--- src/lbp_pkg.sv ---
// ----------------------------------------------------------------------------
// lbp_pkg
// Types and constants shared by the 3x3 local binary pattern blocks.
// ----------------------------------------------------------------------------
package lbp_pkg;

    localparam int PIX_W      = 8;
    localparam int CODE_W     = 8;
    localparam int ROW_OUT_W  = 12;
    localparam int COL_OUT_W  = 10;
    localparam int FW_W       = 11;
    localparam int FH_W       = 13;
    localparam int CFG_IDX_W  = 8;
    localparam int CFG_DATA_W = 13;
    localparam int NUM_NB     = 8;

    // Register indexes of the configuration port.
    localparam logic [CFG_IDX_W-1:0] CFG_FRAME_WIDTH  = CFG_IDX_W'(0);
    localparam logic [CFG_IDX_W-1:0] CFG_FRAME_HEIGHT = CFG_IDX_W'(1);

    localparam logic [FW_W-1:0] FRAME_WIDTH_RST  = FW_W'(640);
    localparam logic [FH_W-1:0] FRAME_HEIGHT_RST = FH_W'(480);

    // Output queue sizing.
    localparam int OUT_DEPTH = 4;
    localparam int OUT_PTR_W = 2;
    localparam int OUT_CNT_W = 3;

    // One column of the 3x3 window, top row first.
    typedef struct packed {
        logic [PIX_W-1:0] top;
        logic [PIX_W-1:0] mid;
        logic [PIX_W-1:0] bot;
    } t_column;

    typedef struct packed {
        logic [CODE_W-1:0]    code;
        logic [ROW_OUT_W-1:0] row;
        logic [COL_OUT_W-1:0] col;
        logic                 done;
    } t_result;

endpackage

--- src/lbp_window.sv ---
// ----------------------------------------------------------------------------
// lbp_window
// Holds the two older columns of the 3x3 window and compares the eight
// neighbors against the center as the newest column arrives.
// ----------------------------------------------------------------------------
module lbp_window (
    input  logic                         i_clk,
    input  logic                         i_rst_n,
    input  logic                         i_shift,
    input  lbp_pkg::t_column             i_col,
    output logic [lbp_pkg::CODE_W-1:0]   o_code
);
    import lbp_pkg::*;

    t_column              r_col0;
    t_column              r_col1;
    logic [PIX_W-1:0]     w_nb [NUM_NB];
    logic [PIX_W-1:0]     w_center;

    always_ff @(posedge i_clk) begin
        if (!i_rst_n) begin
            r_col0 <= '0;
            r_col1 <= '0;
        end else if (i_shift) begin
            r_col0 <= r_col1;
            r_col1 <= i_col;
        end
    end

    // Neighbor order: top-left, top, top-right, left, right,
    // bottom-left, bottom, bottom-right.
    always_comb begin
        w_center = r_col1.mid;
        w_nb[0]  = r_col0.top;
        w_nb[1]  = r_col1.top;
        w_nb[2]  = i_col.top;
        w_nb[3]  = r_col0.mid;
        w_nb[4]  = i_col.mid;
        w_nb[5]  = r_col0.bot;
        w_nb[6]  = r_col1.bot;
        w_nb[7]  = i_col.bot;
        for (int k = 0; k < NUM_NB; k++) begin
            o_code[k] = (w_nb[k] > w_center);
        end
    end

endmodule

--- config.mk ---
export PLATFORM = sky130hd
export DESIGN_NAME = lbp_window
export DESIGN_NICKNAME = d
export VERILOG_FILES = /design/src/lbp_pkg.sv /design/src/lbp_window.sv
export SDC_FILE = /design/constraint.sdc
export NUM_CORES = 1
export LEC_CHECK = 0
export BUFFER_PORTS_ARGS = -buffer_cell sky130_fd_sc_hd__buf_2
export CAP_MARGIN = 20
export CORE_MARGIN = 3
export CORE_UTILIZATION = 30
export DETAILED_ROUTE_END_ITERATION = 8
export PLACE_DENSITY = 0.56
export SYNTH_ARGS = -nofsm -noshare
export SYNTH_HDL_FRONTEND = slang
export SYNTH_SLANG_ARGS = --single-unit
--- constraint.sdc ---
create_clock -name i_clk -period 1.54 [get_ports i_clk]
set_clock_uncertainty 0.2 [all_clocks]
set_input_delay 0.154 -clock i_clk [delete_from_list [all_inputs] [get_ports i_clk]]
set_output_delay 0.154 -clock i_clk [all_outputs]
set_load 0.01 [all_outputs]
==> run metrics, run 1 <==
Yosys cell types=15; die area=12000 um2; maximum vdd drop=just under 0.0003 V; CTS tree=built; Max Root-Sink Buffers=2; pin count of the biggest net entering global routing=49; vias per cell=4.77; P&R area growth vs syn=38.5%; post-placement worst setup slack=-0.423 ns; worst endpoint required time=1.19 ns; Worst-Skew Late Latency=0.31 ns; drt total wl=just under 8000 um; grt met1 use=17.4%; port bufs=34; row count=37; Starting Density=between 30 and 40%; layout cells sized above 1=between 30% and 40%; gr ovfl total=0; Relative slew margins=between 70 and 80%; met2 Resource Use GR=around a quarter; CTS H-tree depth=2; Max Clk Rate=475 MHz; sequential share of the synthesized area=approximately 30%; Routability Congestion=0.788; PD cells=~700 nW/um2; initial antenna violation count=0; DRT Pass-1 Iters=4; Synthesized Nets=between 400 and 500; violated checks=setup timing; Tmin final=2.11 ns; cell leakage power=1.90 nW; status=finished, violations left; # diodes=0; period utilisation layout=137%; RSZ-0062 raised after global routing=yes; TritonCTS Buffers=5; Crit Path Max Fanout=8; Initial DRC Count=83; crit start category=flop; via count=2609; Mean Syn Cell Area=around 10 um2; max-cap violations=0; Setup Viol. Count Final=8; vias in the first global route=2732; critical path class=reg -> out; Least-Margin Pin Slew=approximately 0.36 ns; clk slew on worst S/H paths=0.08 ns; global-route wire length before repair=12900 um; Fin. Hold Viols=0; FF+latch count, synth=48; nets@finish=501; placed insts=514; layer with the highest usage=met2; num ports=35; yosys warns=0; # DRC=0; GR Util All Layers=13.9%; DRT antenna net count=0; routed wire length per instance=between 10 and 15 um; CP endpoint kind=output pin; clock root buffer=clkbuf_8; Hold WC Path Type=in -> reg; die height=109 um; GR Util met3=2.47%; setup tns final=-4.30 ns; mapped cell area=about 3200 um2; Max Slew Vio Count=0; Final Worst Setup Slack=-0.567 ns; dpl hpwl=between 5000 and 6000 um; Mapped Cells=322; final core utilization=approximately 43%; fin cells=547; die outline width=109 um; clock sinks=48; layout filler cell count=1018; Core Footprint=about 10000 um2; Arr. time, crit path=1.75 ns
-- report_power, final --
group	leakage (nW)	switching, mW	total, mW	internal [mW]
Clock	0.0455	0.426	0.793	0.367
Combinational	1.46	0.459	0.977	0.519
Sequential	0.396	0.0560	1.36	1.30
-- through the flow --
step,power [mW],cell area [um2],hold WS (ns)
floorplan,1.90,3230,0.123
global placement,2.16,3750,0.238
detailed placement,2.19,3750,0.242
CTS,3.12,4250,0.000673
global route,3.35,4450,0.0567
finish,3.13,4450,0.0180
-- cell usage in the layout (no fill, tap or decap) --
cell	instances
o22a_1	8
inv_4	2
ha_1	40
a21oi_1	22
nor2b_1	55
dfxtp_1	41
mux2i_1	48
buf_12	4
dlygate4sd3_1	21
o21ai_0	1
a21oi_2	10
nor2b_2	1
clkbuf_1	2
o21ai_2	1
o211ai_1	8
inv_2	2
o21ai_1	6
nand4_1	16
inv_8	1
buf_4	33
nand2_1	8
dfxtp_2	6
clkinvlp_4	1
inv_1	9
buf_2	34
dfxtp_4	1
ha_4	24
clkbuf_8	6
-- kinds of logic after synthesis --
| family | synth area share [%] |
|---|---|
| AND/OR/NAND/NOR | 15.0 |
| adder cells (fa/ha/maj) | 24.9 |
| AO/OA/AOI/OAI | 10.3 |
| multiplexers | 15.0 |
| flip-flops | 29.9 |
| buffers and inverters | 4.95 |
-- layer usage --
| metal | wire length, um | vias to the layer above |
|---|---|---|
| met5 | 0 | - |
| met4 | 150 | 0 |
| met3 | 273 | 13 |
| met2 | 3750 | 34 |
| met1 | 3650 | 1212 |
| li1 | - | 1350 |
-- critical path: stages, from the launching register on --
cell and delay (ns):
dfxtp_4 0.37, inv_8 0.11, ha_4 0.21, nor2b_1 0.12, o211ai_1 0.21, a21oi_2 0.08
o22a_1 0.20, buf_2 0.15
-- final timing paths --
kind	depth (start not counted)	end	start	slack, ns
max	7	o_code[4]	w_center[1]	-0.57
min	4	r_col1[1]	i_col[1]	0.02
max reg2reg	3	r_col0[7]	r_col1[7]	0.53
min reg2reg	2	r_col0[16]	r_col0[16]	0.33
-- cell type report --
class,count,area [um2],share of cell area (%)
Timing Repair Buffer,92,708,15.9
Multi-Input combinational cell,248,2440,54.8
Sequential cell,48,972,21.9
Clock buffer,8,90.1,2.02
Inverter,15,72.6,1.63
Tap cell,136,170,3.82
-- timing repair --
action                                 in CTS  in global routing
endpoints found under the hold margin      21                  0
setup endpoints to repair                   8                  8
pin swaps                                  12                 16
setup buffers                               4                  0
gates cloned                                0                  0
resized for setup                          34                 24
hold buffers                               21                  0
-- Yosys cell counts, drive strengths merged --
master / count / area share (%)
a21oi: 32 / 5.0
buf: 7 / 2.7
clkbuf: 4 / 0.47
dfxtp: 48 / 30
ha: 64 / 25
inv: 15 / 1.8
mux2i: 48 / 15
nand2: 8 / 0.93
nand4: 16 / 3.1
nor2b: 56 / 11
o211ai: 8 / 1.9
o21ai: 8 / 1.2
o22a: 8 / 2.2
-- state kept, by name, summed over array words and instances (netlist names) --
signal    count
w_center      8
r_col1       16
r_col0       24
(Power assumes the default switching activity.)
==> inputs of run 2 (changes only) <==
--- a/config.mk
+++ b/config.mk
@@ -10,5 +10,5 @@
 export CORE_MARGIN = 3
-export CORE_UTILIZATION = 30
+export CORE_UTILIZATION = 35
 export DETAILED_ROUTE_END_ITERATION = 8
-export PLACE_DENSITY = 0.56
+export PLACE_DENSITY = 0.62
 export SYNTH_ARGS = -nofsm -noshare
==> constraint.sdc (replaced) <==
create_clock -name i_clk -period 1.54 [get_ports i_clk]
set_clock_uncertainty 0.2 [all_clocks]
set_input_delay 0.077 -clock i_clk [delete_from_list [all_inputs] [get_ports i_clk]]
set_output_delay 0.077 -clock i_clk [all_outputs]
set_load 0.01 [all_outputs]
==> run 2 against run 1 <==
  * The run still ends with setup timing left
  * Non-clock buffer count down 14
  * Count of clock-buffer cells in the layout decreased by 1
  * Sequential power hardly changed
  * Wire length fell by 1.9%
  * Worst setup slack improved by 0.11 ns
  * Global-route usage increased by 1.8 points
  * Total power shrank 0.29%
  * Register-to-register slack worse by 0.18 ns
  * Fmax up 5.5%
  * Sequential share of layout area is 0.85 points higher
  * Largest power group unchanged
  * Clock power up 3.5%
==> run metrics, run 2 (synthesized netlist as in run 1, its figures left out) <==
final core utilization=48.6%; clk slew on worst S/H paths=approximately 0.080 ns; gr ovfl total=0; Final Worst Setup Slack=-0.457 ns; Relative slew margins=76.3%; Setup Viol. Count Final=8; cell leakage power=1.83 nW; row count=34; CTS tree=built; maximum vdd drop=0.000470 V; max-cap violations=0; worst r2r dst=r_col1[1]; Fin. Hold Viols=0; worst reg2reg setup slack=approximately 0.35 ns; # DRC=0; RSZ-0062 raised after global routing=yes; via count=2609; fin cells=roughly 500; Hold WC Path Type=in -> reg; DRT antenna net count=0; global-route wire length before repair=12800 um; num ports=35; vias per cell=slightly above 5; die area=approximately 10000 um2; vias in the first global route=2621; Worst-Skew Late Latency=0.31 ns; DRT Pass-1 Iters=4; CP endpoint kind=output pin; Tmin final=around 2 ns; worst hold stages=3; Starting Density=36.5%; Initial DRC Count=57; CTS H-tree depth=2; Arr. time, crit path=1.72 ns; Max Slew Vio Count=0; GR Util All Layers=between 10% and 20%; pin count of the biggest net entering global routing=49; die height=102 um; P&R area growth vs syn=33.2%; # diodes=0; violated checks=setup timing; min-delay src=i_rst_n; Setup Fix Bufs, Post-CTS=0; routed wire length per instance=15.2 um; dpl hpwl=5290 um; r2r worst-path depth=4; Least-Margin Pin Slew=0.356 ns; worst endpoint required time=1.26 ns; Biggest register=r_col0; Core Footprint=8810 um2; max reg flops=24; Crit Path Max Fanout=8; TritonCTS Buffers=5; nets@finish=487; initial antenna violation count=0; Max Root-Sink Buffers=2; period utilisation layout=130%; Max Clk Rate=501 MHz; origin of the critical flop-to-flop path=r_col1[1]; clock sinks=48; die outline width=102 um; Routability Congestion=0.831; commonest non-fill, non-tap cell in the layout=nor2b_1; placed insts=473; crit start category=flop; commonest cells after routing, fill and taps aside=nor2b_1 (56), mux2i_1 (48), ha_1 (43), dfxtp_1 (42), buf_2 (34); critical path class=reg -> out; clock root buffer=clkbuf_8; layout cells sized above 1=26.0%; port bufs=34; total power=3.12 mW; status=finished, violations left; WHS Endpoint=w_center[5]; PD cells=729 nW/um2; drt total wl=approximately 7700 um
[run 2: through the flow]
step           area [um2]  worst slack [ns]  hold slack, ns  TNS, ns
6_report             4280            -0.457          0.0312    -3.42
4_1_cts              4180            -0.461          0.0264    -3.55
3_5_place_dp         3600            -0.208           0.165    -1.27
5_1_grt              4280            -0.537          0.0488    -4.14
2_1_floorplan        3210            0.0169          0.0465        0
3_3_place_gp         3600            -0.171           0.154    -1.17
[run 2: what timing repair did]
| item | in CTS | in global routing |
|---|---|---|
| hold buffers | 24 | 0 |
| pin swaps | 14 | 4 |
| resized for setup | 44 | 14 |
| setup endpoints to repair | 8 | 8 |
| endpoints found under the hold margin | 24 | 0 |
| cloned | 0 | 0 |
[run 2: critical path: stages (launching register included)]
cell and delay (ns):
dfxtp_4 0.37, inv_8 0.10, ha_4 0.21, nor2b_1 0.13
o211ai_1 0.18, a21oi_2 0.08, o22a_1 0.20, buf_2 0.15
[run 2: metal layers]
layer	share of wire, %	vias to the layer above	track usage [%]
met4	2.5	0	5.32
met5	0	-	0
met2	51	31	28.0
met1	44	1245	19.1
li1	-	1317	-
met3	2.3	16	2.34
[run 2: worst max path at each step]
stage | start | to | slack (ns) | cells past startpoint
floorplan | w_center[1] | o_code[1] | 0.02 | 6
global placement | w_center[7] | o_code[7] | -0.17 | 7
detailed placement | w_center[7] | o_code[7] | -0.21 | 7
CTS | w_center[1] | o_code[7] | -0.46 | 7
global route | w_center[1] | o_code[3] | -0.54 | 7
finish | w_center[1] | o_code[3] | -0.46 | 7
[run 2: power breakdown]
group,total (mW),internal [mW],switching [mW]
logic,0.939,0.490,0.449
clock network,0.821,0.401,0.421
registers,1.36,1.30,0.0572
total,3.12,2.19,0.927
[run 2: layout make-up]
cell class	instances	area, um2
Fill cell	795	4530
Multi-Input combinational cell	248	2390
Sequential cell	48	971
Timing Repair Buffer	78	616
Tap cell	108	135
Clock buffer	7	96.3
Inverter	15	66.3
==> inputs of run 3 (changes only) <==
GPL_TIMING_DRIVEN = 0   (was not set)
HOLD_SLACK_MARGIN = 0.06   (was not set)
==> run 3 against run 2 <==
  * The run still ends with setup timing left
  * Count of clock-buffer cells in the layout is 1 lower
  * Die area stayed put
  * Critical path type unchanged
  * Via count is 3.6% higher
  * Sequential share of layout area is 0.57 points lower
  * Highest routed layer unchanged
  * Critical endpoint is now o_code[7]
  * Worst setup slack worse by 0.035 ns
  * Design area is 3.1% higher
  * Wire length is 11% higher
  * Combinational power is 3.1% higher
==> run metrics, run 3 (synthesized netlist as in run 1, its figures left out) <==
status=finished, violations left; violated checks=setup timing; commonest cells after routing, fill and taps aside=nor2b_1 (56), mux2i_1 (48), ha_1 (42), dfxtp_1 (40), dlygate4sd3_1 (35); commonest non-fill, non-tap cell in the layout=nor2b_1; Setup Viol. Count Final=8; layout cells sized above 1=24.4%; TritonCTS Buffers=5; clock sinks=48; num ports=35; Initial DRC Count=61; Hold WC Path Type=in -> reg; routed wire length per instance=between 15 and 20 um; via count=2702; Relative slew margins=between 70 and 80%; Core Footprint=8810 um2; CTS tree=built; vias in the first global route=2825; DRT antenna net count=0; Crit Path Max Fanout=8; period utilisation layout=132%; RSZ-0062 raised after global routing=yes; layer with the highest usage=met2; CTS H-tree depth=2; dpl hpwl=about 5600 um; total power=3.07 mW; met2 Resource Use GR=32.5%; Final Worst Setup Slack=-0.492 ns; crit start category=flop; gr ovfl total=0; Final Instance Area=4410 um2; worst endpoint required time=between 1 and 1.5 ns; Worst Hold Margin=0.147 ns; die height=102 um; CP endpoint kind=output pin; Tmin final=a little over 2 ns; Fin. Hold Viols=0; DRT Pass-1 Iters=4; Max Clk Rate=492 MHz; PD cells=696 nW/um2; initial antenna violation count=0; Worst-Skew Late Latency=0.31 ns; cell leakage power=1.90 nW; pin count of the biggest net entering global routing=14; clock root buffer=clkbuf_8; GR Util All Layers=17.1%; # diodes=0; global-route wire length before repair=between 10000 and 15000 um; Max Slew Vio Count=0; die area=10400 um2; nets@finish=501; Biggest register=r_col0; Routability Congestion=~0.8; Starting Density=36.5%; row count=34; # DRC=0; setup tns final=-3.62 ns; Post-DP Area=3510 um2; drt total wl=8510 um; max-cap violations=0; vias per cell=about 5.2; GR Util met3=under 10%; Max Root-Sink Buffers=2; P&R area growth vs syn=37.3%; max reg flops=24; critical path class=reg -> out; maximum vdd drop=between 0.0003 and 0.0004 V; clk slew on worst S/H paths=0.09 ns; die outline width=102 um; grt met1 use=19.6%; Arr. time, crit path=approximately 1.8 ns; Least-Margin Pin Slew=between 0.4 and 0.5 ns; port bufs=32
run 3: cell types whose count changed in the layout (fill, tap and decap cells not counted), sizes merged:
cell,before,now
clkbuf,7,8
dlymetal6s4s,1,2
dlygate4sd3,23,35
buf,54,53
clkinv,0,1
inv,15,13
clkinvlp,0,2
run 3: where the power goes:
part | internal [mW] | switching [mW]
clock network | 0.310 | 0.429
registers | 1.30 | 0.0614
logic | 0.507 | 0.461
total | 2.12 | 0.951
run 3: final timing paths:
check	from	to	slack (ns)	cells after the start
max	w_center[1]	o_code[7]	-0.49	7
min	i_shift	r_col0[22]	0.15	4
max reg2reg	w_center[7]	w_center[7]	0.06	4
min reg2reg	r_col0[16]	r_col0[16]	0.32	2
run 3: area by class of cell:
type | instances | area (um2)
flip-flops and latches | 48 | 976
fillers | 821 | 4400
inverters | 15 | 76.3
clock buffers | 6 | 72.6
plain buffers | 11 | 118
well taps | 108 | 135
multi-input cells | 248 | 2380
repair buffers | 81 | 644
clock inverters | 1 | 5.00
run 3: metrics by stage:
stage | setup slack [ns] | utilization (%) | cells
after detailed placement | -0.382 | 39.8 | 462
after global routing | -0.590 | 50.1 | 518
after global placement | -0.354 | 39.8 | 462
after floorplan | 0.0169 | - | 322
after CTS | -0.461 | 48.9 | 516
final | -0.492 | 50.1 | 518
run 3: per-layer routing:
metal,wire [um],vias to the layer above
met2,4540,32
met5,0,-
met1,3640,1319
met4,109,0
met3,221,10
li1,-,1341
run 3: critical path: stages (launching register included):
cell	delay, ns
dfxtp_4	0.39
inv_8	0.07
ha_1	0.29
nor2b_1	0.14
o211ai_1	0.19
a21oi_2	0.08
o22a_1	0.15
buf_2	0.14
run 3: what timing repair did:
item | in CTS | in global routing
hold buffers | 39 | 1
gates resized for setup | 46 | 28
hold endpoints to repair | 37 | 1
endpoints found under the setup margin | 8 | 18
pin swaps | 11 | 9
setup buffers | 8 | 4
