### config.mk
export PLATFORM = sky130hd
export DESIGN_NAME = lbp_out_fifo
export DESIGN_NICKNAME = d
export VERILOG_FILES = /design/src/lbp_pkg.sv /design/src/lbp_out_fifo.sv
export SDC_FILE = /design/constraint.sdc
export NUM_CORES = 1
export LEC_CHECK = 0
export BUFFER_PORTS_ARGS = -buffer_cell sky130_fd_sc_hd__buf_2
export CAP_MARGIN = 20
export CORE_ASPECT_RATIO = 0.9
export CORE_MARGIN = 3
export CORE_UTILIZATION = 39
export CTS_CLUSTER_DIAMETER = 30
export CTS_CLUSTER_SIZE = 40
export DETAILED_ROUTE_END_ITERATION = 8
export PLACE_DENSITY = 0.69
export SKIP_LAST_GASP = 1
export SYNTH_ARGS = -nofsm -noshare
export SYNTH_HDL_FRONTEND = slang
export SYNTH_SLANG_ARGS = --single-unit
export TNS_END_PERCENT = 20
### constraint.sdc
create_clock -name i_clk -period 3.8 [get_ports i_clk]
set_clock_uncertainty 0.15 [all_clocks]
set_input_delay 0.19 -clock i_clk [delete_from_list [all_inputs] [get_ports i_clk]]
set_output_delay 0.19 -clock i_clk [all_outputs]
set_load 0.01 [all_outputs]
### src/lbp_pkg.sv
// ----------------------------------------------------------------------------
// lbp_pkg
// Types and constants shared by the 3x3 local binary pattern blocks.
// ----------------------------------------------------------------------------
package lbp_pkg;

    localparam int PIX_W      = 8;
    localparam int CODE_W     = 8;
    localparam int ROW_OUT_W  = 12;
    localparam int COL_OUT_W  = 10;
    localparam int FW_W       = 11;
    localparam int FH_W       = 13;
    localparam int CFG_IDX_W  = 8;
    localparam int CFG_DATA_W = 13;
    localparam int NUM_NB     = 8;

    // Register indexes of the configuration port.
    localparam logic [CFG_IDX_W-1:0] CFG_FRAME_WIDTH  = CFG_IDX_W'(0);
    localparam logic [CFG_IDX_W-1:0] CFG_FRAME_HEIGHT = CFG_IDX_W'(1);

    localparam logic [FW_W-1:0] FRAME_WIDTH_RST  = FW_W'(640);
    localparam logic [FH_W-1:0] FRAME_HEIGHT_RST = FH_W'(480);

    // Output queue sizing.
    localparam int OUT_DEPTH = 4;
    localparam int OUT_PTR_W = 2;
    localparam int OUT_CNT_W = 3;

    // One column of the 3x3 window, top row first.
    typedef struct packed {
        logic [PIX_W-1:0] top;
        logic [PIX_W-1:0] mid;
        logic [PIX_W-1:0] bot;
    } t_column;

    typedef struct packed {
        logic [CODE_W-1:0]    code;
        logic [ROW_OUT_W-1:0] row;
        logic [COL_OUT_W-1:0] col;
        logic                 done;
    } t_result;

endpackage

### src/lbp_out_fifo.sv
// ----------------------------------------------------------------------------
// lbp_out_fifo
// Small register queue that holds finished codes until the consumer takes
// them, so the pipeline keeps running while the output is stalled.
// ----------------------------------------------------------------------------
module lbp_out_fifo (
    input  logic                          i_clk,
    input  logic                          i_rst_n,
    input  logic                          i_push,
    input  lbp_pkg::t_result              i_data,
    input  logic                          i_ready,
    output logic                          o_valid,
    output lbp_pkg::t_result              o_data,
    output logic [lbp_pkg::OUT_CNT_W-1:0] o_count
);
    import lbp_pkg::*;

    t_result                r_mem [OUT_DEPTH];
    logic [OUT_PTR_W-1:0]   r_wr_ptr;
    logic [OUT_PTR_W-1:0]   r_rd_ptr;
    logic [OUT_CNT_W-1:0]   r_count;
    logic                   w_pop;

    assign o_valid = (r_count != '0);
    assign w_pop   = o_valid && i_ready;
    assign o_data  = r_mem[r_rd_ptr];
    assign o_count = r_count;

    always_ff @(posedge i_clk) begin
        if (i_push) begin
            r_mem[r_wr_ptr] <= i_data;
        end
    end

    always_ff @(posedge i_clk) begin
        if (!i_rst_n) begin
            r_wr_ptr <= '0;
            r_rd_ptr <= '0;
            r_count  <= '0;
        end else begin
            if (i_push) begin
                r_wr_ptr <= r_wr_ptr + OUT_PTR_W'(1);
            end
            if (w_pop) begin
                r_rd_ptr <= r_rd_ptr + OUT_PTR_W'(1);
            end
            r_count <= r_count + OUT_CNT_W'(i_push) - OUT_CNT_W'(w_pop);
        end
    end

endmodule

==> results of run 1 <==
-- Yosys cell counts --
cell type | instances | area (sq um)
fa_1 | 1 | 20.02
mux2i_1 | 4 | 40.04
mux4_2 | 30 | 675.7
o31a_1 | 1 | 8.760
inv_1 | 6 | 22.52
dfxtp_1 | 9 | 180.2
edfxtp_1 | 124 | 3724
mux4_1 | 1 | 26.28
xnor3_1 | 1 | 22.52
xor2_1 | 1 | 8.760
and2_1 | 8 | 50.05
ha_1 | 6 | 75.07
o311ai_0 | 1 | 8.760
buf_6 | 3 | 33.78
nand2b_1 | 2 | 12.51
or3_1 | 1 | 6.260
nand2_1 | 2 | 7.510
nor2b_1 | 1 | 6.260
buf_2 | 3 | 15.01
-- metrics by stage --
stage / area [sq um] / cells / total power, mW / hold WS [ns] / setup WS (ns)
floorplan: 4943 / 205 / 2.225 / 0.1389 / 1.674
global placement: 5455 / 429 / 2.424 / 0.2533 / 1.565
detailed placement: 5455 / 429 / 2.441 / 0.2571 / 1.518
CTS: 6324 / 493 / 3.972 / 0.004313 / 1.079
global route: 6324 / 493 / 4.103 / 0.05108 / 0.9826
finish: 6324 / 493 / 3.906 / 0.01008 / 1.180
-- final cells by class --
cell class | count | share of cell area
clock buffer | 19 | 0.06846
timing repair buffer | 102 | 0.1065
tap | 160 | 0.03166
clock inverter | 13 | 0.01820
multi-input combinational | 60 | 0.1539
inverter | 6 | 0.003562
sequential | 133 | 0.6177
-- metal layers --
metal,vias up,track usage
met1,1176,0.1631
met4,0,0.05478
li1,1084,-
met5,-,0
met2,72,0.2111
met3,12,0.04908
-- repair_timing --
action,4_1_cts,5_1_grt
setup buffers,0,0
hold endpoints to repair,133,0
hold buffers,32,0
-- worst max-delay path: stages (launching register included) --
cell     delay, ns
dfxtp_2       0.80
buf_4         0.38
mux4_2        0.53
buf_2         0.15
-- final timing paths --
path	start	endpoint	slack, ns	cells after the start
worst max register to register	o_count[1]	o_count[2]	1.61	7
worst min-delay path	i_push	r_wr_ptr[1]	0.01	3
worst max-delay path	register	o_data[26]	1.18	3
worst min register to register	r_rd_ptr[1]	register	0.33	2
-- state kept, by name, indices dropped and copies added (netlist names), named ones only --
| register | count |
|---|---|
| r_mem | 124 |
| o_count | 3 |
| r_wr_ptr | 2 |
| r_rd_ptr | 2 |
-- cells by family after synthesis --
group           share of synthesized area
flops                              0.7897
mux                                0.1501
xor+xnor                         0.006328
compound gates                   0.003544
buf+inv                           0.01443
simple gates                      0.01671
fa+ha+maj                         0.01924
-- power groups by stage --
stage               logic [mW]  clock network (mW)  registers (mW)
finish                   0.620                1.49            1.80
detailed placement       0.609                   0            1.83
CTS                      0.639                1.53            1.80
global placement         0.600                   0            1.82
floorplan                0.462                   0            1.76
global route             0.692                1.60            1.82
-- layout by cell type, fill, tap and decap left out, types with 5 or more instances in the layout --
cell type      count
dlygate4sd3_1     32
clkinv_2           5
ha_1               6
edfxtp_1         124
inv_1              6
dfxtp_1            7
buf_2             69
clkbuf_16         17
mux4_2            30
==> impl_metrics.py, run 1 <==
metrics = {
    "power_and_ir_drop": {
        "clock_power_share": 0.381,
        "switching_share": 0.2318,
        "peakVddDrop_uv": 354.0,
        "leakagePower_nw": 2.215,
        "p_switching_uw": 905.4,
        "p_int_mw": 3.001,
        "p_seq_frac": 0.460,
        "p_comb_frac": 0.159,
        "power_per_cell_area_nw_per_um2": 617.8,
    },
    "global_route": {
        "grt_pass1_wl_microns": 13660,
        "grt_max_degree": 32,
        "grt_pass1_vias": 2575,
        "overflow": 0,
        "antenna_found_initial": 0,
        "grt_usage": 0.1316,
    },
    "routing": {
        "wl_met3_microns": 496,
        "top_layer": "met4",
        "vias": 2344,
        "drt-met1-wl_microns": 3609,
        "wl_per_cell_microns": 17.15,
        "postRouteAntennaNets": 0,
        "routed-wl-met2_microns": 4227,
        "first_pass_iters": 4,
        "drt_wl_total_microns": 8454,
        "drt_iter0_drc": 200,
        "drcViolationCount": 0,
        "via_per_inst": 4.755,
    },
    "final_layout": {
        "antennaDiodeCount": 0,
        "drive_gt1_frac": 0.3964,
        "postLayoutCoreUtil": 0.5175,
        "area_delta_synth_final_pct": 27.92,
        "regArea_sq_um": 3906,
        "multi_input_area_sq_um": 973.4,
        "fillCellCount": 965,
        "fin_nets": 362,
    },
    "clock_network": {
        "clock_latency_ns": 0.41,
        "cts_root_buffer": "clkbuf_16",
        "numCtsBuffers": 17,
        "cts_tree": "yes",
        "clk_pin_slew_worst_paths_ns": 0.05,
        "clockBufferDepth": 2,
        "htreeDepth": 4,
        "cts_resized": 0,
        "cts.sinks": 133,
    },
    "placed_design": {
        "gp_congestion": 0.6906,
        "hpwl_microns": 5071,
        "io_buffers": 69,
    },
    "setup_path": {
        "cp_max_fo": 20,
        "end_kind": "primary output",
        "start_kind": "register",
        "crit_type": "register to primary output",
        "cp.arrival_ns": 2.28,
        "cp.required_ns": 3.46,
    },
    "worst_hold_path": {
        "hp-class": "primary input to register",
    },
    "floorplanning": {
        "rows": 38,
        "pin_count": 70,
        "start_util": 0.4046,
        "die_x_microns": 124.7,
        "fp.coreArea_sq_um": 12220,
        "fp.dieH_microns": 112.8,
        "die_area_sq_um": 14060,
    },
    "logic_synthesis": {
        "synth_nets": 247,
        "syn_area_sq_um": 4943,
        "syn_area_per_cell_sq_um": 24.11,
        "syn-instance-count": 205,
        "ys_seq_area_frac": 0.7897,
        "synth_warnings": 0,
        "synth_cell_type_count": 19,
        "synth.ff_latch_count": 133,
    },
    "sta": {
        "fin_crit_ns": 2.620,
        "final_hold_viol_count": 0,
        "min_period_over_period": 0.6894,
        "setup_viol": 0,
        "rsz0062_at_grt": "false",
        "slew_viol_final": 0,
        "fmax_ghz": 0.3817,
        "slew-limit-headroom": 0.4273,
        "worstMarginPinSlew_ns": 0.8590,
        "fin_setup_tns_ns": 0,
    },
    "run_status": {
        "status": "finished clean",
    },
    "run": {
        "drv_cap": 0,
    },
}
Note: power is estimated with default switching activity, not from simulation.
==> run 2, diff against run 1 <==
--- a/config.mk
+++ b/config.mk
@@ -13,7 +13,7 @@
 export CTS_CLUSTER_DIAMETER = 30
 export CTS_CLUSTER_SIZE = 40
 export DETAILED_ROUTE_END_ITERATION = 8
-export PLACE_DENSITY = 0.69
+export PLACE_DENSITY = 0.71
 export SKIP_LAST_GASP = 1
 export SYNTH_ARGS = -nofsm -noshare
 export SYNTH_HDL_FRONTEND = slang
==> constraint.sdc (replaced) <==
create_clock -name i_clk -period 2.4 [get_ports i_clk]
set_clock_uncertainty 0.15 [all_clocks]
set_input_delay 0.12 -clock i_clk [delete_from_list [all_inputs] [get_ports i_clk]]
set_output_delay 0.12 -clock i_clk [all_outputs]
set_load 0.01 [all_outputs]
==> run 2 against run 1 <==
- sequential cell count did not move
- largest power group unchanged
- via count up 2.9%
- die area is the same
- final cell count grew 2.4%
- hold slack improved by 0.30 ns
- sequential share of layout area decreased by 2.0 points
- wire length is 4.5% higher
- highest routed layer unchanged
- critical path type is now register to register
- final area is 3.3% higher
- count of clock-buffer cells in the layout increased by 12
- core utilization grew 1.7 points
==> impl_metrics.py, run 2 (synthesized netlist as in run 1, its figures left out) <==
metrics = {
    "clock_network": {
        "htreeDepth": 4,
        "cts_resized": 0,
        "cts_setup_buffers": 0,
        "hold_buffers": 35,
        "clock_latency_ns": 0.41,
        "numCtsBuffers": 17,
        "cts.sinks": 133,
        "cts_tree": "yes",
        "clk_pin_slew_worst_paths_ns": 0.05,
        "clockBufferDepth": 2,
        "cts_root_buffer": "clkbuf_16",
    },
    "global_route": {
        "grt.busiest_layer": "met2",
        "grt_max_degree": 28,
        "grt_pass1_wl_microns": 14100,
        "grt_pass1_vias": 2658,
        "met3_usage": 0.05050,
        "grt_usage": 0.1368,
        "overflow": 0,
        "grtUsageMet2": 0.2143,
        "met1_usage": 0.1660,
        "antenna_found_initial": 0,
    },
    "final_layout": {
        "drive_gt1_frac": 0.4116,
        "fin_nets": 374,
        "fillCellCount": 956,
        "postLayoutCoreUtil": 0.5345,
        "mostFrequentLayoutCell": "edfxtp_1",
        "antennaDiodeCount": 0,
        "stdcell_count": 505,
        "finalInstanceArea_sq_um": 6531,
        "layout_common_cells": "edfxtp_1 (124), buf_2 (69), dlygate4sd3_1 (35)",
        "area_delta_synth_final_pct": 32.12,
        "largest_reg_flops": 124,
        "largest-register": "r_mem",
    },
    "routing": {
        "drt_iter0_drc": 178,
        "postRouteAntennaNets": 0,
        "wl_per_cell_microns": 17.49,
        "vias": 2413,
        "drt_wl_total_microns": 8833,
        "first_pass_iters": 4,
        "drcViolationCount": 0,
        "via_per_inst": 4.778,
    },
    "setup_path": {
        "cp.arrival_ns": 2.41,
        "crit_top_cell": "ha_1",
        "cp.depth": 6,
        "path_delay_family": "buffers and inverters",
        "cp.required_ns": 2.55,
        "cp_max_fo": 6,
        "worst_r2r_path_depth": 6,
        "cp_slowest_cell": "dlygate4sd3_1",
        "path_cells": "o31a_1 -> ha_1 -> inv_1 -> ha_1 -> and2_1 -> dlygate4sd3_1",
        "crit_type": "register to register",
        "end_kind": "register",
        "start_kind": "register",
        "slowest_delay_ns": 0.54,
        "path_buf_inv": 2,
    },
    "worst_hold_path": {
        "hold_path_depth": 2,
        "hp-class": "primary input to register",
    },
    "floorplanning": {
        "die_x_microns": 124.7,
        "pin_count": 70,
        "fp.coreArea_sq_um": 12220,
        "rows": 38,
        "fp.dieH_microns": 112.8,
        "start_util": 0.4046,
        "die_area_sq_um": 14060,
    },
    "placed_design": {
        "placed_area_sq_um": 5585,
        "placed_cells": 438,
        "io_buffers": 69,
        "hpwl_microns": 5502,
        "dp_slack_ns": 0.1791,
        "gp_congestion": 0.6896,
    },
    "power_and_ir_drop": {
        "peakVddDrop_uv": 525.0,
        "total_power_mw": 6.400,
        "power_per_cell_area_nw_per_um2": 979.9,
        "leakagePower_nw": 2.321,
    },
    "sta": {
        "final_hold_viol_count": 0,
        "worstMarginPinSlew_ns": 0.4049,
        "setup_viol": 0,
        "slew-limit-headroom": 0.7266,
        "fin_setup_tns_ns": 0,
        "rsz0062_at_grt": "false",
        "hold_ws_ns": 0.3085,
        "worst_slack_ns": 0.1436,
        "slew_viol_final": 0,
        "min_period_over_period": 0.9402,
        "fmax_ghz": 0.4432,
        "fin_crit_ns": 2.256,
    },
    "run_status": {
        "status": "finished clean",
    },
    "run": {
        "drv_cap": 0,
    },
}
-- run 2: final timing paths --
kind	startpoint	to	slack (ns)
max	o_count[1]	o_count[0]	0.14
min	i_data[18]	r_mem[1][18]	0.31
min reg2reg	r_rd_ptr[1]	register	0.35
max reg2reg	o_count[1]	o_count[0]	0.14
-- run 2: report_power, final --
group	total [mW]	switching [mW]	internal [mW]
Clock	2.50	0.862	1.64
Sequential	2.76	0.0704	2.69
Combinational	1.14	0.533	0.609
-- run 2: worst register-to-register path: stages, from the launching register on --
cell and delay, ns:
dfxtp_1 0.36, o31a_1 0.38, ha_1 0.30, inv_1 0.04, ha_1 0.25, and2_1 0.13, dlygate4sd3_1 0.54
-- run 2: cell type report --
cell class | count | area (sq um) | area share
clock buffers | 31 | 590.6 | 0.09042
clock inverters | 1 | 5.005 | 0.0007663
inverters | 6 | 22.52 | 0.003448
multi-input cells | 60 | 973.4 | 0.1490
flip-flops and latches | 133 | 3906 | 0.5981
well taps | 160 | 200.2 | 0.03065
repair buffers | 114 | 833.3 | 0.1276
-- run 2: per-layer routing --
metal  part of all wire  vias to the layer above
met5                  0                        -
met4              0.021                        0
met3              0.056                       15
met2               0.50                       66
met1               0.43                     1213
li1                   -                     1119
==> run 3, diff against run 2 <==
==> constraint.sdc (replaced) <==
create_clock -name i_clk -period 2 [get_ports i_clk]
set_clock_uncertainty 0.15 [all_clocks]
set_input_delay 0.1 -clock i_clk [delete_from_list [all_inputs] [get_ports i_clk]]
set_output_delay 0.1 -clock i_clk [all_outputs]
set_load 0.01 [all_outputs]
==> run 3 against run 2 <==
- the flow now finishes with violations (setup timing)
- register-to-register slack worse by 0.16 ns
- hold slack worse by 0.011 ns
- via count decreased by 0.29%
- first-iteration DRC count is 26% lower
- wire length shrank 1.1%
- clock power is 16% higher
- core utilization fell by 0.14 points
- sequential cell count stayed put
- count of clock-buffer cells in the layout decreased by 13
- final cell count grew 0.79%
- die area stayed put
- combinational power grew 31%
- critical path type unchanged
- largest power group unchanged
==> impl_metrics.py, run 3 (synthesized netlist as in run 1, its figures left out) <==
metrics = {
    "run_status": {
        "violations": "setup timing",
        "status": "finished with violations",
    },
    "setup_path": {
        "cp.arrival_ns": 2.17,
        "end_kind": "register",
        "worst_r2r_path_depth": 7,
        "start_kind": "register",
        "cp.required_ns": 2.15,
        "crit_type": "register to register",
        "cp_max_fo": 2,
    },
    "floorplanning": {
        "die_area_sq_um": 14060,
        "fp.dieH_microns": 112.8,
        "start_util": 0.4046,
        "rows": 38,
        "fp.coreArea_sq_um": 12220,
        "die_x_microns": 124.7,
        "pin_count": 70,
    },
    "power_and_ir_drop": {
        "switching_share": 0.2382,
        "p_seq_frac": 0.428,
        "p_comb_frac": 0.194,
        "p_switching_mw": 1.836,
        "p_int_mw": 5.871,
        "clock_power_share": 0.378,
        "power_per_cell_area_nw_per_um2": 1183,
        "leakagePower_nw": 2.310,
        "peakVddDrop_uv": 647.3,
    },
    "clock_network": {
        "clock_latency_ns": 0.40,
        "cts_root_buffer": "clkbuf_16",
        "cts.sinks": 133,
        "htreeDepth": 4,
        "cts_tree": "yes",
        "numCtsBuffers": 17,
        "clk_pin_slew_worst_paths_ns": 0.05,
        "clockBufferDepth": 2,
    },
    "final_layout": {
        "antennaDiodeCount": 0,
        "mostFrequentLayoutCell": "edfxtp_1",
        "postLayoutCoreUtil": 0.5331,
        "drive_gt1_frac": 0.4327,
        "largest_reg_flops": 124,
        "fin_nets": 378,
        "area_delta_synth_final_pct": 31.76,
        "largest-register": "r_mem",
        "layout_common_cells": "edfxtp_1 (124), buf_2 (69), dlygate4sd3_1 (34)",
    },
    "routing": {
        "wl_per_cell_microns": 17.16,
        "first_pass_iters": 4,
        "via_per_inst": 4.727,
        "wl_met3_microns": 425,
        "vias": 2406,
        "postRouteAntennaNets": 0,
        "routed-wl-met2_microns": 4405,
        "top_layer": "met4",
        "drt-met1-wl_microns": 3793,
        "drcViolationCount": 0,
        "drt_wl_total_microns": 8733,
        "drt_iter0_drc": 131,
    },
    "sta": {
        "setup_viol": 1,
        "hold_ws_ns": 0.2978,
        "fin_crit_ns": 2.018,
        "final_hold_viol_count": 0,
        "worst_slack_ns": -0.01833,
        "slew_viol_final": 0,
        "worstMarginPinSlew_ns": 0.8473,
        "min_period_over_period": 1.009,
        "fmax_ghz": 0.4955,
        "rsz0062_at_grt": "true",
        "slew-limit-headroom": 0.4351,
    },
    "global_route": {
        "grt_max_degree": 32,
        "grt_usage": 0.1336,
        "grt_pass1_wl_microns": 13900,
        "overflow": 0,
        "antenna_found_initial": 0,
        "grt_pass1_vias": 2611,
    },
    "worst_hold_path": {
        "hold_path_depth": 2,
        "hp-class": "primary input to register",
    },
    "run": {
        "drv_cap": 0,
    },
    "placed_design": {
        "io_buffers": 69,
        "gp_congestion": 0.6859,
        "dp_slack_ns": -0.05573,
        "hpwl_microns": 5305,
    },
}
run 3: final timing paths:
| check | start | end | slack (ns) |
|---|---|---|---|
| worst min-delay path | i_data[24] | r_mem[0][24] | 0.30 |
| worst min register to register | r_rd_ptr[0] | register | 0.34 |
| worst max register to register | o_count[1] | o_count[2] | -0.02 |
| worst max-delay path | o_count[1] | o_count[2] | -0.02 |
run 3: area by class of cell:
class | count | area [sq um]
clock buffers | 18 | 429.2
clock inverters | 14 | 135.1
repair buffers | 118 | 835.8
flip-flops and latches | 133 | 3913
multi-input cells | 60 | 978.4
well taps | 160 | 200.2
fillers | 941 | 5705
inverters | 6 | 22.52
run 3: through the flow:
step           area, sq um    TNS [ns]  power, mW  cells
3_5_place_dp          5567    -0.06094      4.785    441
5_1_grt               6514     -0.2231      8.063    509
4_1_cts               6479    -0.04170      7.774    508
3_3_place_gp          5567  -0.0003632      4.733    441
2_1_floorplan         4952    -0.06876      4.237    205
6_report              6514    -0.01833      7.707    509
run 3: power by group through the flow:
stage / clock network [mW] / logic (mW) / registers [mW]
after floorplan: 0 / 0.882 / 3.35
after global placement: 0 / 1.40 / 3.34
after detailed placement: 0 / 1.44 / 3.35
after CTS: 2.98 / 1.50 / 3.29
after global routing: 3.11 / 1.64 / 3.31
final: 2.91 / 1.49 / 3.30
run 3: per-layer routing:
layer	up-vias	track usage
li1	1122	-
met1	1217	0.1601
met2	56	0.2172
met3	11	0.05616
met4	0	0.05186
met5	-	0
run 3: what timing repair did:
action / CTS / global route
endpoints found under the hold margin: 133 / 0
gates resized for setup: 0 / 3
pin swaps: 2 / 0
gates cloned: 0 / 1
endpoints found under the setup margin: 3 / 20
setup buffers: 1 / 0
hold buffers: 34 / 0
run 3: worst max-delay path, stage by stage (launching register included):
cell and delay (ns):
dfxtp_1 0.31, o31a_1 0.31, ha_1 0.28, inv_1 0.04, ha_2 0.16, fa_2 0.33
xnor3_1 0.17, and2_1 0.15
